**src/design/tks_pkg.sv**
```systemverilog
// ----------------------------------------------------------------------------
// tks_pkg: shared types and constants of the topological sorter
// Command and status bundles between the sequencer and the datapath.
// ----------------------------------------------------------------------------
package tks_pkg;

    localparam int VC_W  = 7;   // vertex count register and vertex counters
    localparam int VTX_W = 6;   // vertex index field

    localparam logic ACT_EDGE = 1'b0;
    localparam logic ACT_RUN  = 1'b1;

    typedef struct packed {
        logic load;       // store an incoming edge
        logic vi_clr;     // vertex counter to zero
        logic vi_inc;     // vertex counter up
        logic clr_wr;     // clear node entry at vertex counter
        logic e_clr;      // edge counter to zero
        logic e_inc;      // edge counter up
        logic edge_rd;    // read edge store at edge counter
        logic cnt_nrd;    // read node entry of edge target (count pass)
        logic cnt_wr;     // bump in-degree of edge target
        logic scan_rd;    // read node entry at vertex counter
        logic scan_take;  // mark vertex, seed queue
        logic q_rd;       // read queue head
        logic pop;        // take head vertex as current, emit previous
        logic walk_nrd;   // read node entry of edge target (walk pass)
        logic walk_wr;    // decrement target, enqueue on zero
        logic finish;     // emit final result, clear run state
    } tks_cmd_t;

    typedef struct packed {
        logic e_done;     // edge counter reached edge total
        logic clr_last;   // clear pass at last node entry
        logic scan_done;  // vertex counter reached active count
        logic cnt_hit;    // edge lies inside active range
        logic walk_hit;   // edge leaves current vertex, target in range
        logic zero_free;  // node entry has in-degree zero and no mark
        logic q_empty;    // queue head met tail
        logic pop_ok;     // pending result can move to output
        logic out_free;   // output register can take a result
    } tks_sts_t;

endpackage

```
**src/design/tks_ctrl.sv**
```systemverilog
// ----------------------------------------------------------------------------
// tks_ctrl: sequencer of the topological sorter
// Steps the load, clear, count, scan and walk passes of one run.
// ----------------------------------------------------------------------------
module tks_ctrl
(
    input  logic              clk,
    input  logic              rst_n,
    input  logic              in_valid,
    input  logic              in_action,
    output logic              in_ready,
    input  tks_pkg::tks_sts_t sts,
    output tks_pkg::tks_cmd_t cmd
);
    import tks_pkg::*;

    localparam logic [3:0] ST_IDLE     = 4'd0;
    localparam logic [3:0] ST_CLR      = 4'd1;
    localparam logic [3:0] ST_CNT_RD   = 4'd2;
    localparam logic [3:0] ST_CNT_NRD  = 4'd3;
    localparam logic [3:0] ST_CNT_WR   = 4'd4;
    localparam logic [3:0] ST_SCAN_RD  = 4'd5;
    localparam logic [3:0] ST_SCAN_CHK = 4'd6;
    localparam logic [3:0] ST_DEQ      = 4'd7;
    localparam logic [3:0] ST_POP      = 4'd8;
    localparam logic [3:0] ST_WALK_RD  = 4'd9;
    localparam logic [3:0] ST_WALK_CHK = 4'd10;
    localparam logic [3:0] ST_WALK_WR  = 4'd11;
    localparam logic [3:0] ST_FINISH   = 4'd12;

    logic [3:0] state_reg;
    logic [3:0] state_next;

    assign in_ready = (state_reg == ST_IDLE);

    // Next state and commands
    always_comb
    begin
        state_next = state_reg;
        cmd        = '0;
        case (state_reg)
            ST_IDLE:
            begin
                if (in_valid)
                begin
                    if (in_action == ACT_EDGE)
                    begin
                        cmd.load = 1'b1;
                    end
                    else
                    begin
                        cmd.vi_clr = 1'b1;
                        state_next = ST_CLR;
                    end
                end
            end
            ST_CLR:
            begin
                cmd.clr_wr = 1'b1;
                if (sts.clr_last)
                begin
                    cmd.vi_clr = 1'b1;
                    cmd.e_clr  = 1'b1;
                    state_next = ST_CNT_RD;
                end
                else
                begin
                    cmd.vi_inc = 1'b1;
                end
            end
            ST_CNT_RD:
            begin
                if (sts.e_done)
                begin
                    cmd.vi_clr = 1'b1;
                    state_next = ST_SCAN_RD;
                end
                else
                begin
                    cmd.edge_rd = 1'b1;
                    state_next  = ST_CNT_NRD;
                end
            end
            ST_CNT_NRD:
            begin
                if (sts.cnt_hit)
                begin
                    cmd.cnt_nrd = 1'b1;
                    state_next   = ST_CNT_WR;
                end
                else
                begin
                    cmd.e_inc  = 1'b1;
                    state_next = ST_CNT_RD;
                end
            end
            ST_CNT_WR:
            begin
                cmd.cnt_wr = 1'b1;
                cmd.e_inc  = 1'b1;
                state_next = ST_CNT_RD;
            end
            ST_SCAN_RD:
            begin
                if (sts.scan_done)
                begin
                    state_next = ST_FINISH;
                end
                else
                begin
                    cmd.scan_rd = 1'b1;
                    state_next  = ST_SCAN_CHK;
                end
            end
            ST_SCAN_CHK:
            begin
                if (sts.zero_free)
                begin
                    cmd.scan_take = 1'b1;
                    state_next    = ST_DEQ;
                end
                else
                begin
                    cmd.vi_inc = 1'b1;
                    state_next = ST_SCAN_RD;
                end
            end
            ST_DEQ:
            begin
                if (sts.q_empty)
                begin
                    cmd.vi_inc = 1'b1;
                    state_next = ST_SCAN_RD;
                end
                else
                begin
                    cmd.q_rd   = 1'b1;
                    state_next = ST_POP;
                end
            end
            ST_POP:
            begin
                // hold while the previous result waits for the output
                if (sts.pop_ok)
                begin
                    cmd.pop    = 1'b1;
                    cmd.e_clr  = 1'b1;
                    state_next = ST_WALK_RD;
                end
            end
            ST_WALK_RD:
            begin
                if (sts.e_done)
                begin
                    state_next = ST_DEQ;
                end
                else
                begin
                    cmd.edge_rd = 1'b1;
                    state_next  = ST_WALK_CHK;
                end
            end
            ST_WALK_CHK:
            begin
                if (sts.walk_hit)
                begin
                    cmd.walk_nrd = 1'b1;
                    state_next   = ST_WALK_WR;
                end
                else
                begin
                    cmd.e_inc  = 1'b1;
                    state_next = ST_WALK_RD;
                end
            end
            ST_WALK_WR:
            begin
                cmd.walk_wr = 1'b1;
                cmd.e_inc   = 1'b1;
                state_next  = ST_WALK_RD;
            end
            ST_FINISH:
            begin
                if (sts.out_free)
                begin
                    cmd.finish = 1'b1;
                    state_next = ST_IDLE;
                end
            end
            default:
            begin
                state_next = ST_IDLE;
            end
        endcase
    end

    // State register
    always_ff @(posedge clk or negedge rst_n)
    begin
        if (!rst_n)
        begin
            state_reg <= ST_IDLE;
        end
        else
        begin
            state_reg <= state_next;
        end
    end

endmodule

```
**src/design/tks_dp.sv**
```systemverilog
// ----------------------------------------------------------------------------
// tks_dp: datapath of the topological sorter
// Edge store, node table (in-degree and mark), work queue, counters and
// the output register.
// ----------------------------------------------------------------------------
module tks_dp #(
    parameter int MAX_VERTICES = 64,
    parameter int MAX_EDGES    = 256
)
(
    input  logic                      clk,
    input  logic                      rst_n,
    input  logic                      cfg_we,
    input  logic [tks_pkg::VC_W-1:0]  cfg_wdata,
    input  logic [tks_pkg::VTX_W-1:0] in_src,
    input  logic [tks_pkg::VTX_W-1:0] in_dst,
    input  tks_pkg::tks_cmd_t         cmd,
    output tks_pkg::tks_sts_t         sts,
    input  logic                      out_ready,
    output logic                      out_valid,
    output logic [tks_pkg::VTX_W-1:0] out_vertex,
    output logic                      out_valid_res,
    output logic                      out_last,
    output logic                      out_cycle,
    output logic                      out_rejected
);
    import tks_pkg::*;

    localparam int AW  = $clog2(MAX_VERTICES);
    localparam int EAW = $clog2(MAX_EDGES);
    localparam int ECW = $clog2(MAX_EDGES + 1);

    // Storage
    logic [VTX_W-1:0] esrc_mem [MAX_EDGES];
    logic [VTX_W-1:0] edst_mem [MAX_EDGES];
    logic [ECW-1:0]   deg_mem  [MAX_VERTICES];
    logic             vis_mem  [MAX_VERTICES];
    logic [VTX_W-1:0] q_mem    [MAX_VERTICES];

    logic [VC_W-1:0]  vcount_reg;
    logic [ECW-1:0]   edge_total_reg;
    logic             rejected_reg;
    logic [ECW-1:0]   e_idx_reg;
    logic [VC_W-1:0]  vi_reg;
    logic [VC_W-1:0]  head_reg;
    logic [VC_W-1:0]  tail_reg;
    logic [VC_W-1:0]  emitted_reg;
    logic [VTX_W-1:0] cur_reg;
    logic [VTX_W-1:0] pend_reg;
    logic             pend_valid_reg;
    logic [VTX_W-1:0] erd_src_reg;
    logic [VTX_W-1:0] erd_dst_reg;
    logic [ECW-1:0]   nrd_deg_reg;
    logic             nrd_vis_reg;
    logic [VTX_W-1:0] qrd_reg;
    logic             out_valid_reg;
    logic [VTX_W-1:0] out_vertex_reg;
    logic             out_valid_res_reg;
    logic             out_last_reg;
    logic             out_cycle_reg;
    logic             out_rejected_reg;

    logic [VC_W-1:0]  nv;
    logic             load_bad;
    logic             load_ok;
    logic             out_free;
    logic             push_mid;
    logic [ECW-1:0]   dec_deg;
    logic             enq;
    logic             node_we;
    logic [AW-1:0]    node_waddr;
    logic [ECW-1:0]   node_wdeg;
    logic             node_wvis;
    logic             node_re;
    logic [AW-1:0]    node_raddr;

    // Active vertex count, capped at the table size
    assign nv = (vcount_reg > VC_W'(MAX_VERTICES)) ? VC_W'(MAX_VERTICES) : vcount_reg;

    assign load_bad = (edge_total_reg == ECW'(MAX_EDGES))
                    || ({1'b0, in_src} >= nv) || ({1'b0, in_dst} >= nv);
    assign load_ok  = cmd.load && !load_bad;

    assign out_free = !out_valid_reg || out_ready;
    assign push_mid = cmd.pop && pend_valid_reg;

    // Walk update of the target entry
    assign dec_deg = (nrd_deg_reg != '0) ? nrd_deg_reg - ECW'(1) : '0;
    assign enq     = !nrd_vis_reg && (dec_deg == '0);

    // Node table port selection
    always_comb
    begin
        node_we    = 1'b0;
        node_waddr = erd_dst_reg[AW-1:0];
        node_wdeg  = '0;
        node_wvis  = 1'b0;
        if (cmd.clr_wr)
        begin
            node_we    = 1'b1;
            node_waddr = vi_reg[AW-1:0];
        end
        else if (cmd.cnt_wr)
        begin
            node_we   = 1'b1;
            node_wdeg = nrd_deg_reg + ECW'(1);
            node_wvis = nrd_vis_reg;
        end
        else if (cmd.scan_take)
        begin
            node_we    = 1'b1;
            node_waddr = vi_reg[AW-1:0];
            node_wvis  = 1'b1;
        end
        else if (cmd.walk_wr)
        begin
            node_we   = 1'b1;
            node_wdeg = dec_deg;
            node_wvis = nrd_vis_reg || enq;
        end
    end

    assign node_re    = cmd.cnt_nrd || cmd.walk_nrd || cmd.scan_rd;
    assign node_raddr = cmd.scan_rd ? vi_reg[AW-1:0] : erd_dst_reg[AW-1:0];

    // Edge store
    always_ff @(posedge clk)
    begin
        if (load_ok)
        begin
            esrc_mem[edge_total_reg[EAW-1:0]] <= in_src;
            edst_mem[edge_total_reg[EAW-1:0]] <= in_dst;
        end
        if (cmd.edge_rd)
        begin
            erd_src_reg <= esrc_mem[e_idx_reg[EAW-1:0]];
            erd_dst_reg <= edst_mem[e_idx_reg[EAW-1:0]];
        end
    end

    // Node table
    always_ff @(posedge clk)
    begin
        if (node_we)
        begin
            deg_mem[node_waddr] <= node_wdeg;
            vis_mem[node_waddr] <= node_wvis;
        end
        if (node_re)
        begin
            nrd_deg_reg <= deg_mem[node_raddr];
            nrd_vis_reg <= vis_mem[node_raddr];
        end
    end

    // Work queue
    always_ff @(posedge clk)
    begin
        if (cmd.scan_take)
        begin
            q_mem[0] <= vi_reg[VTX_W-1:0];
        end
        else if (cmd.walk_wr && enq)
        begin
            q_mem[tail_reg[AW-1:0]] <= erd_dst_reg;
        end
        if (cmd.q_rd)
        begin
            qrd_reg <= q_mem[head_reg[AW-1:0]];
        end
    end

    // Current vertex and pending result payload
    always_ff @(posedge clk)
    begin
        if (cmd.pop)
        begin
            cur_reg  <= qrd_reg;
            pend_reg <= qrd_reg;
        end
    end

    // Output payload
    always_ff @(posedge clk)
    begin
        if (push_mid)
        begin
            out_vertex_reg    <= pend_reg;
            out_valid_res_reg <= 1'b1;
            out_last_reg      <= 1'b0;
            out_cycle_reg     <= 1'b0;
            out_rejected_reg  <= 1'b0;
        end
        else if (cmd.finish)
        begin
            out_vertex_reg    <= pend_valid_reg ? pend_reg : '0;
            out_valid_res_reg <= pend_valid_reg;
            out_last_reg      <= 1'b1;
            out_cycle_reg     <= (emitted_reg < nv);
            out_rejected_reg  <= rejected_reg;
        end
    end

    // Control registers and counters
    always_ff @(posedge clk or negedge rst_n)
    begin
        if (!rst_n)
        begin
            vcount_reg     <= VC_W'(64);
            edge_total_reg <= '0;
            rejected_reg   <= 1'b0;
            e_idx_reg      <= '0;
            vi_reg         <= '0;
            head_reg       <= '0;
            tail_reg       <= '0;
            emitted_reg    <= '0;
            pend_valid_reg <= 1'b0;
            out_valid_reg  <= 1'b0;
        end
        else
        begin
            if (cfg_we)
            begin
                vcount_reg <= cfg_wdata;
            end

            if (load_ok)
            begin
                edge_total_reg <= edge_total_reg + ECW'(1);
            end
            else if (cmd.finish)
            begin
                edge_total_reg <= '0;
            end

            if (cmd.load && load_bad)
            begin
                rejected_reg <= 1'b1;
            end
            else if (cmd.finish)
            begin
                rejected_reg <= 1'b0;
            end

            if (cmd.e_clr)
            begin
                e_idx_reg <= '0;
            end
            else if (cmd.e_inc)
            begin
                e_idx_reg <= e_idx_reg + ECW'(1);
            end

            if (cmd.vi_clr)
            begin
                vi_reg <= '0;
            end
            else if (cmd.vi_inc)
            begin
                vi_reg <= vi_reg + VC_W'(1);
            end

            // restart the queue for each seed vertex
            if (cmd.scan_take)
            begin
                head_reg <= '0;
                tail_reg <= VC_W'(1);
            end
            else
            begin
                if (cmd.pop)
                begin
                    head_reg <= head_reg + VC_W'(1);
                end
                if (cmd.walk_wr && enq)
                begin
                    tail_reg <= tail_reg + VC_W'(1);
                end
            end

            if (cmd.pop)
            begin
                emitted_reg    <= emitted_reg + VC_W'(1);
                pend_valid_reg <= 1'b1;
            end
            else if (cmd.finish)
            begin
                emitted_reg    <= '0;
                pend_valid_reg <= 1'b0;
            end

            if (push_mid || cmd.finish)
            begin
                out_valid_reg <= 1'b1;
            end
            else if (out_ready)
            begin
                out_valid_reg <= 1'b0;
            end
        end
    end

    // Status to the sequencer
    always_comb
    begin
        sts.e_done    = (e_idx_reg == edge_total_reg);
        sts.clr_last  = (vi_reg == VC_W'(MAX_VERTICES - 1));
        sts.scan_done = (vi_reg == nv);
        sts.cnt_hit   = ({1'b0, erd_src_reg} < nv) && ({1'b0, erd_dst_reg} < nv);
        sts.walk_hit  = (erd_src_reg == cur_reg) && ({1'b0, erd_dst_reg} < nv);
        sts.zero_free = (nrd_deg_reg == '0) && !nrd_vis_reg;
        sts.q_empty   = (head_reg == tail_reg);
        sts.pop_ok    = !pend_valid_reg || out_free;
        sts.out_free  = out_free;
    end

    assign out_valid     = out_valid_reg;
    assign out_vertex    = out_vertex_reg;
    assign out_valid_res = out_valid_res_reg;
    assign out_last      = out_last_reg;
    assign out_cycle     = out_cycle_reg;
    assign out_rejected  = out_rejected_reg;

    // Checks
    a_edge_bound: assert property (@(posedge clk) disable iff (!rst_n)
        edge_total_reg <= ECW'(MAX_EDGES))
        else $error("edge total beyond store size");

    a_queue_order: assert property (@(posedge clk) disable iff (!rst_n)
        head_reg <= tail_reg)
        else $error("queue head passed tail");

    a_run_clear: assert property (@(posedge clk) disable iff (!rst_n)
        cmd.finish |=> (edge_total_reg == '0) && !rejected_reg && !pend_valid_reg)
        else $error("run state not cleared after final result");

    a_emit_bound: assert property (@(posedge clk) disable iff (!rst_n)
        emitted_reg <= VC_W'(MAX_VERTICES))
        else $error("more vertices emitted than exist");

endmodule

```
**src/design/topological_sort_kahn_top.sv**
```systemverilog
// ----------------------------------------------------------------------------
// topological_sort_kahn_top: Kahn topological sorter
// Loads directed edges, then orders the vertices on a run item.
//
// Channel   Dir  Contents
// s_axis    in   tdata[5:0] src_vertex, [11:6] dst_vertex; tuser action
// m_axis    out  tdata[5:0] vertex, [6] cycle_found, [7] edge_rejected;
//                tuser valid_res; tlast last
// cfg       in   cfg_we, cfg_wdata = vertex_count
//
// An edge item is stored without leaving the idle state. A run item clears
// the node table, counts in-degrees over the stored edges, scans the
// vertices, and for each emitted vertex walks all stored edges.
// Reset is asynchronous, active low. The input is held off during a run;
// a stalled output holds the walk at its next result.
// ----------------------------------------------------------------------------
module topological_sort_kahn_top #(
    parameter int MAX_VERTICES = 64,
    parameter int MAX_EDGES    = 256
)
(
    input  logic        clk,
    input  logic        rst_n,
    input  logic        s_axis_tvalid,
    output logic        s_axis_tready,
    input  logic [15:0] s_axis_tdata,   // src_vertex, dst_vertex, zero fill
    input  logic        s_axis_tuser,   // action
    output logic        m_axis_tvalid,
    input  logic        m_axis_tready,
    output logic [7:0]  m_axis_tdata,   // vertex, cycle_found, edge_rejected
    output logic        m_axis_tuser,   // valid_res
    output logic        m_axis_tlast,
    input  logic        cfg_we,
    input  logic [6:0]  cfg_wdata
);
    import tks_pkg::*;

    tks_cmd_t         cmd;
    tks_sts_t         sts;
    logic             in_ready;
    logic [VTX_W-1:0] out_vertex;
    logic             out_cycle;
    logic             out_rejected;

    assign s_axis_tready = in_ready;

    tks_ctrl u_ctrl
    (
        .clk       (clk),
        .rst_n     (rst_n),
        .in_valid  (s_axis_tvalid),
        .in_action (s_axis_tuser),
        .in_ready  (in_ready),
        .sts       (sts),
        .cmd       (cmd)
    );

    tks_dp #(
        .MAX_VERTICES (MAX_VERTICES),
        .MAX_EDGES    (MAX_EDGES)
    ) u_dp
    (
        .clk           (clk),
        .rst_n         (rst_n),
        .cfg_we        (cfg_we),
        .cfg_wdata     (cfg_wdata),
        .in_src        (s_axis_tdata[5:0]),
        .in_dst        (s_axis_tdata[11:6]),
        .cmd           (cmd),
        .sts           (sts),
        .out_ready     (m_axis_tready),
        .out_valid     (m_axis_tvalid),
        .out_vertex    (out_vertex),
        .out_valid_res (m_axis_tuser),
        .out_last      (m_axis_tlast),
        .out_cycle     (out_cycle),
        .out_rejected  (out_rejected)
    );

    assign m_axis_tdata = {out_rejected, out_cycle, out_vertex};

endmodule
```
**config.mk**
```make
export PLATFORM = sky130hd
export DESIGN_NAME = topological_sort_kahn_top
export DESIGN_NICKNAME = d
export VERILOG_FILES = /design/src/design/tks_pkg.sv /design/src/design/tks_ctrl.sv /design/src/design/tks_dp.sv /design/src/design/topological_sort_kahn_top.sv
export SDC_FILE = /design/constraint.sdc
export NUM_CORES = 2
export LEC_CHECK = 0
export ABC_AREA = 1
export CORE_MARGIN = 4
export CORE_UTILIZATION = 40
export DETAILED_ROUTE_END_ITERATION = 8
export DONT_BUFFER_PORTS = 1
export MAX_ROUTING_LAYER = met4
export RECOVER_POWER = 25
export SLEW_MARGIN = 40
export SYNTH_ARGS = -nofsm -noshare
export SYNTH_HDL_FRONTEND = slang
export SYNTH_SLANG_ARGS = --single-unit
```
**constraint.sdc**
```tcl
create_clock -name clk -period 6.8 [get_ports clk]
set_input_delay 0.68 -clock clk [delete_from_list [all_inputs] [get_ports clk]]
set_output_delay 0.68 -clock clk [all_outputs]
set_load 0.02 [all_outputs]
```
==> impl_metrics.tcl <==
set metrics [dict create \
    required_ns 6.81 \
    cp.buffers_inverters 2 \
    die_w_um 659 \
    ir_drop_mv 0.431 \
    startpoint "s_axis_tdata[6]" \
    place.gp.congestion 0.868 \
    yosysTopAreaCell "edfxtp_1" \
    async_reset_ff_frac 0.0143 \
    grtUsageTotal 0.220 \
    slew_headroom -3.49 \
    setup_viol 0 \
    core-area_um2 421000 \
    synth_cell_types 60 \
    hold_path_depth 0 \
    drtIter0Drc 13400 \
    vias_per_cell 5.61 \
    cts_sinks 4200 \
    dr.pass1.iters 8 \
    top_usage_layer "met2" \
    die-area_um2 434000 \
    max_freq_ghz 0.169 \
    worst_hold_path.endpoint "u_dp.esrc_mem[92][4]" \
    slew_viol_final 2015 \
    cap_violations 28 \
    rsz0062_at_grt "no" \
    netlist.area_leader.share 0.733 \
    leakagePower_uw 0.0636 \
    via_count 109000 \
    slowest_stage "clkdlybuf4s25_1" \
    syn_inst 13500 \
    rows 238 \
    critical_path.max_stage_delay_ns 3.81 \
    cts_buffers 412 \
    post-place-ws_ns 1.61 \
    postRouteAntennaNets 0 \
    status "finished, violations left" \
    finalCoreUtilization 0.453 \
    seq_area_frac_synth 0.742 \
    timing.rr.start "u_dp.vcount_reg[6]" \
    die_y_um 659 \
    avgSynthCellArea_um2 12.5 \
    holdCritPathClass "in -> reg" \
    met3_usage 0.0350 \
    fin_ws_ns 0.874 \
    cp_max_fo 107 \
    tightest_slew_ns 6.73 \
    io_pins 41 \
    final_net_count 13500 \
    synthesis.nets 13600 \
    synth.area.top_cells "edfxtp_1, o21ai_0, nor2_1" \
    yosys_warnings 0 \
    start_util 0.402 \
    globalRoute.totalOverflow 0 \
    synth_area_um2 169000 \
    rrSetupSlack_ns 1.53 \
    cts_tree "built" \
    grt_pass1_vias 101000 \
    path_class "in -> reg" \
    powerDensity_nw_per_um2 394 \
    critPathTopFamily "buffers and inverters" \
    synth-edff-count 4136 \
    met1_usage 0.307 \
    ys_ff_latch 4200 \
    use_met2 0.332 \
    fin_setup_tns_ns 0 \
    grt_max_degree 257 \
    hold_viol 0 \
    io_buffer_count 0 \
    final.min_clock_period_ns 5.93 \
    place_hpwl_um 247000 \
    ys.flop_type "edfxtp_1" \
    critPathCaptureType "flop" \
    grt_pass1_wl_um 697000 \
    h-tree-depth 5 \
    fin_skew_ns 0.0459 \
    antenna_found_initial 19 \
    critPathLaunchType "input pin" \
    period_share 0.871 \
    routed_wirelength_um 481000 \
    root_buffer "clkbuf_16" \
    rr_worst_depth 13 \
    hold_start "s_axis_tdata[4]" \
    drive_above_1_share 0.0898 \
    wire_per_inst_um 24.7 \
    drc 0 \
    cts_buffer_depth 4 \
    cp_cell_sequence "clkbuf_1 -> clkdlybuf4s25_1" \
    r2r_end "u_dp.edst_mem[252][4]" \
    violations "capacitance limit, slew limit" \
    clkTransAtPathRegs_ns 0.06 \
    syn2layout_area_growth_pct 12.6 \
    critPathArrivalTime_ns 5.93 \
    clkLatencyLatePin_ns 0.97 \
    hold_slack_ns 0.128 \
    n_fill_cell 37700 \
]
synthesized netlist by cell type (all sizes together) (4+ instances only):
cell type  instances
dfxtp              4
dfrtp             59
nor4              14
nor2            2198
nand4             69
o2111ai            4
a221o              8
o22ai            520
nand3           1100
edfxtp          4136
a221oi             4
buf              146
xnor2              6
nand2           1219
ha                39
o211ai            87
clkinv             4
mux2               6
a31oi             32
o221ai           350
inv              734
a21oi            157
o21ai           1804
clkbuf           772
xor2              18
nor3              27
metrics by stage:
| step | total power, µW | instance area, µm² | std cells |
|---|---|---|---|
| detailed placement | 52400 | 177000 | 18600 |
| global placement | 52100 | 176000 | 18600 |
| CTS | 75100 | 191000 | 19400 |
| floorplan | 43600 | 169000 | 13500 |
| global route | 78300 | 191000 | 19400 |
| finish | 75200 | 191000 | 19400 |
power by group:
group / switching [µW] / leakage (µW) / internal (µW) / total, µW
logic: 17100 / 0.0189 / 5800 / 22900
registers: 376 / 0.0382 / 29300 / 29700
clock network: 9840 / 0.00647 / 12800 / 22600
per-layer routing:
layer  wire length, µm  vias up
li1                  -    49300
met1            203000    54300
met2            221000     4676
met3             41800      803
met4             15600        0
met5                 0        -
cell type report:
type,instances,area [µm²],share of cell area
tap,5640,7060,0.0370
clock inverter,264,2410,0.0126
antenna,17,42.5,0.000223
clock buffer,492,10800,0.0565
inverter,738,2820,0.0148
sequential,4200,126000,0.659
timing repair buffer,406,3790,0.0199
multi-input combinational,7685,38100,0.200
placed cells by master (no fill, tap or decap), types with 15 or more instances in the layout:
master     count
a21oi_1      156
a31oi_1       32
buf_12        44
buf_4        301
bufinv_16     39
clkbuf_1      94
clkbuf_16    419
clkinv_1     106
clkinv_2      90
dfrtp_1       51
diode_2       17
edfxtp_1    4136
ha_1          39
inv_1        710
inv_2         15
nand2_1     1188
nand2_2       24
nand3_1     1095
nand4_1       62
nor2_1      2034
nor2_2       157
nor3_1        23
o211ai_1      86
o21ai_0     1779
o221ai_1     349
o22ai_1      517
xor2_1        18
logic make-up (layout without fill, tap and decap cells):
family / Yosys count / in the layout / synth area share
buffers and inverters: 1656 / 1900 / 0.0379
muxes: 6 / 6 / 0.000399
adders and majority gates: 39 / 39 / 0.00288
xor gates and xnor gates: 24 / 24 / 0.00124
AOI/OAI and AO/OA: 2986 / 2986 / 0.102
other: 0 / 17 / 0
DFF: 4200 / 4200 / 0.742
and+or+nand+nor: 4630 / 4630 / 0.113
what timing repair did:
item / CTS / global route
buffers inserted: 0 / 0
hold buffers: 40 / 0
hold endpoints to repair: 1986 / 0
resized for setup: 0 / 0
worst max-delay path by stage:
stage	to	cells past startpoint	slack, ns
3_5_place_dp	u_dp.esrc_mem[44][5]	12	1.61
6_report	u_dp.edst_mem[138][0]	2	0.87
4_1_cts	u_dp.esrc_mem[44][0]	12	1.62
2_1_floorplan	u_dp.q_mem[0][0]	14	1.49
3_3_place_gp	u_dp.esrc_mem[116][0]	13	1.53
5_1_grt	u_dp.edst_mem[139][0]	2	0.80
Note: power is estimated with default switching activity, not from simulation.
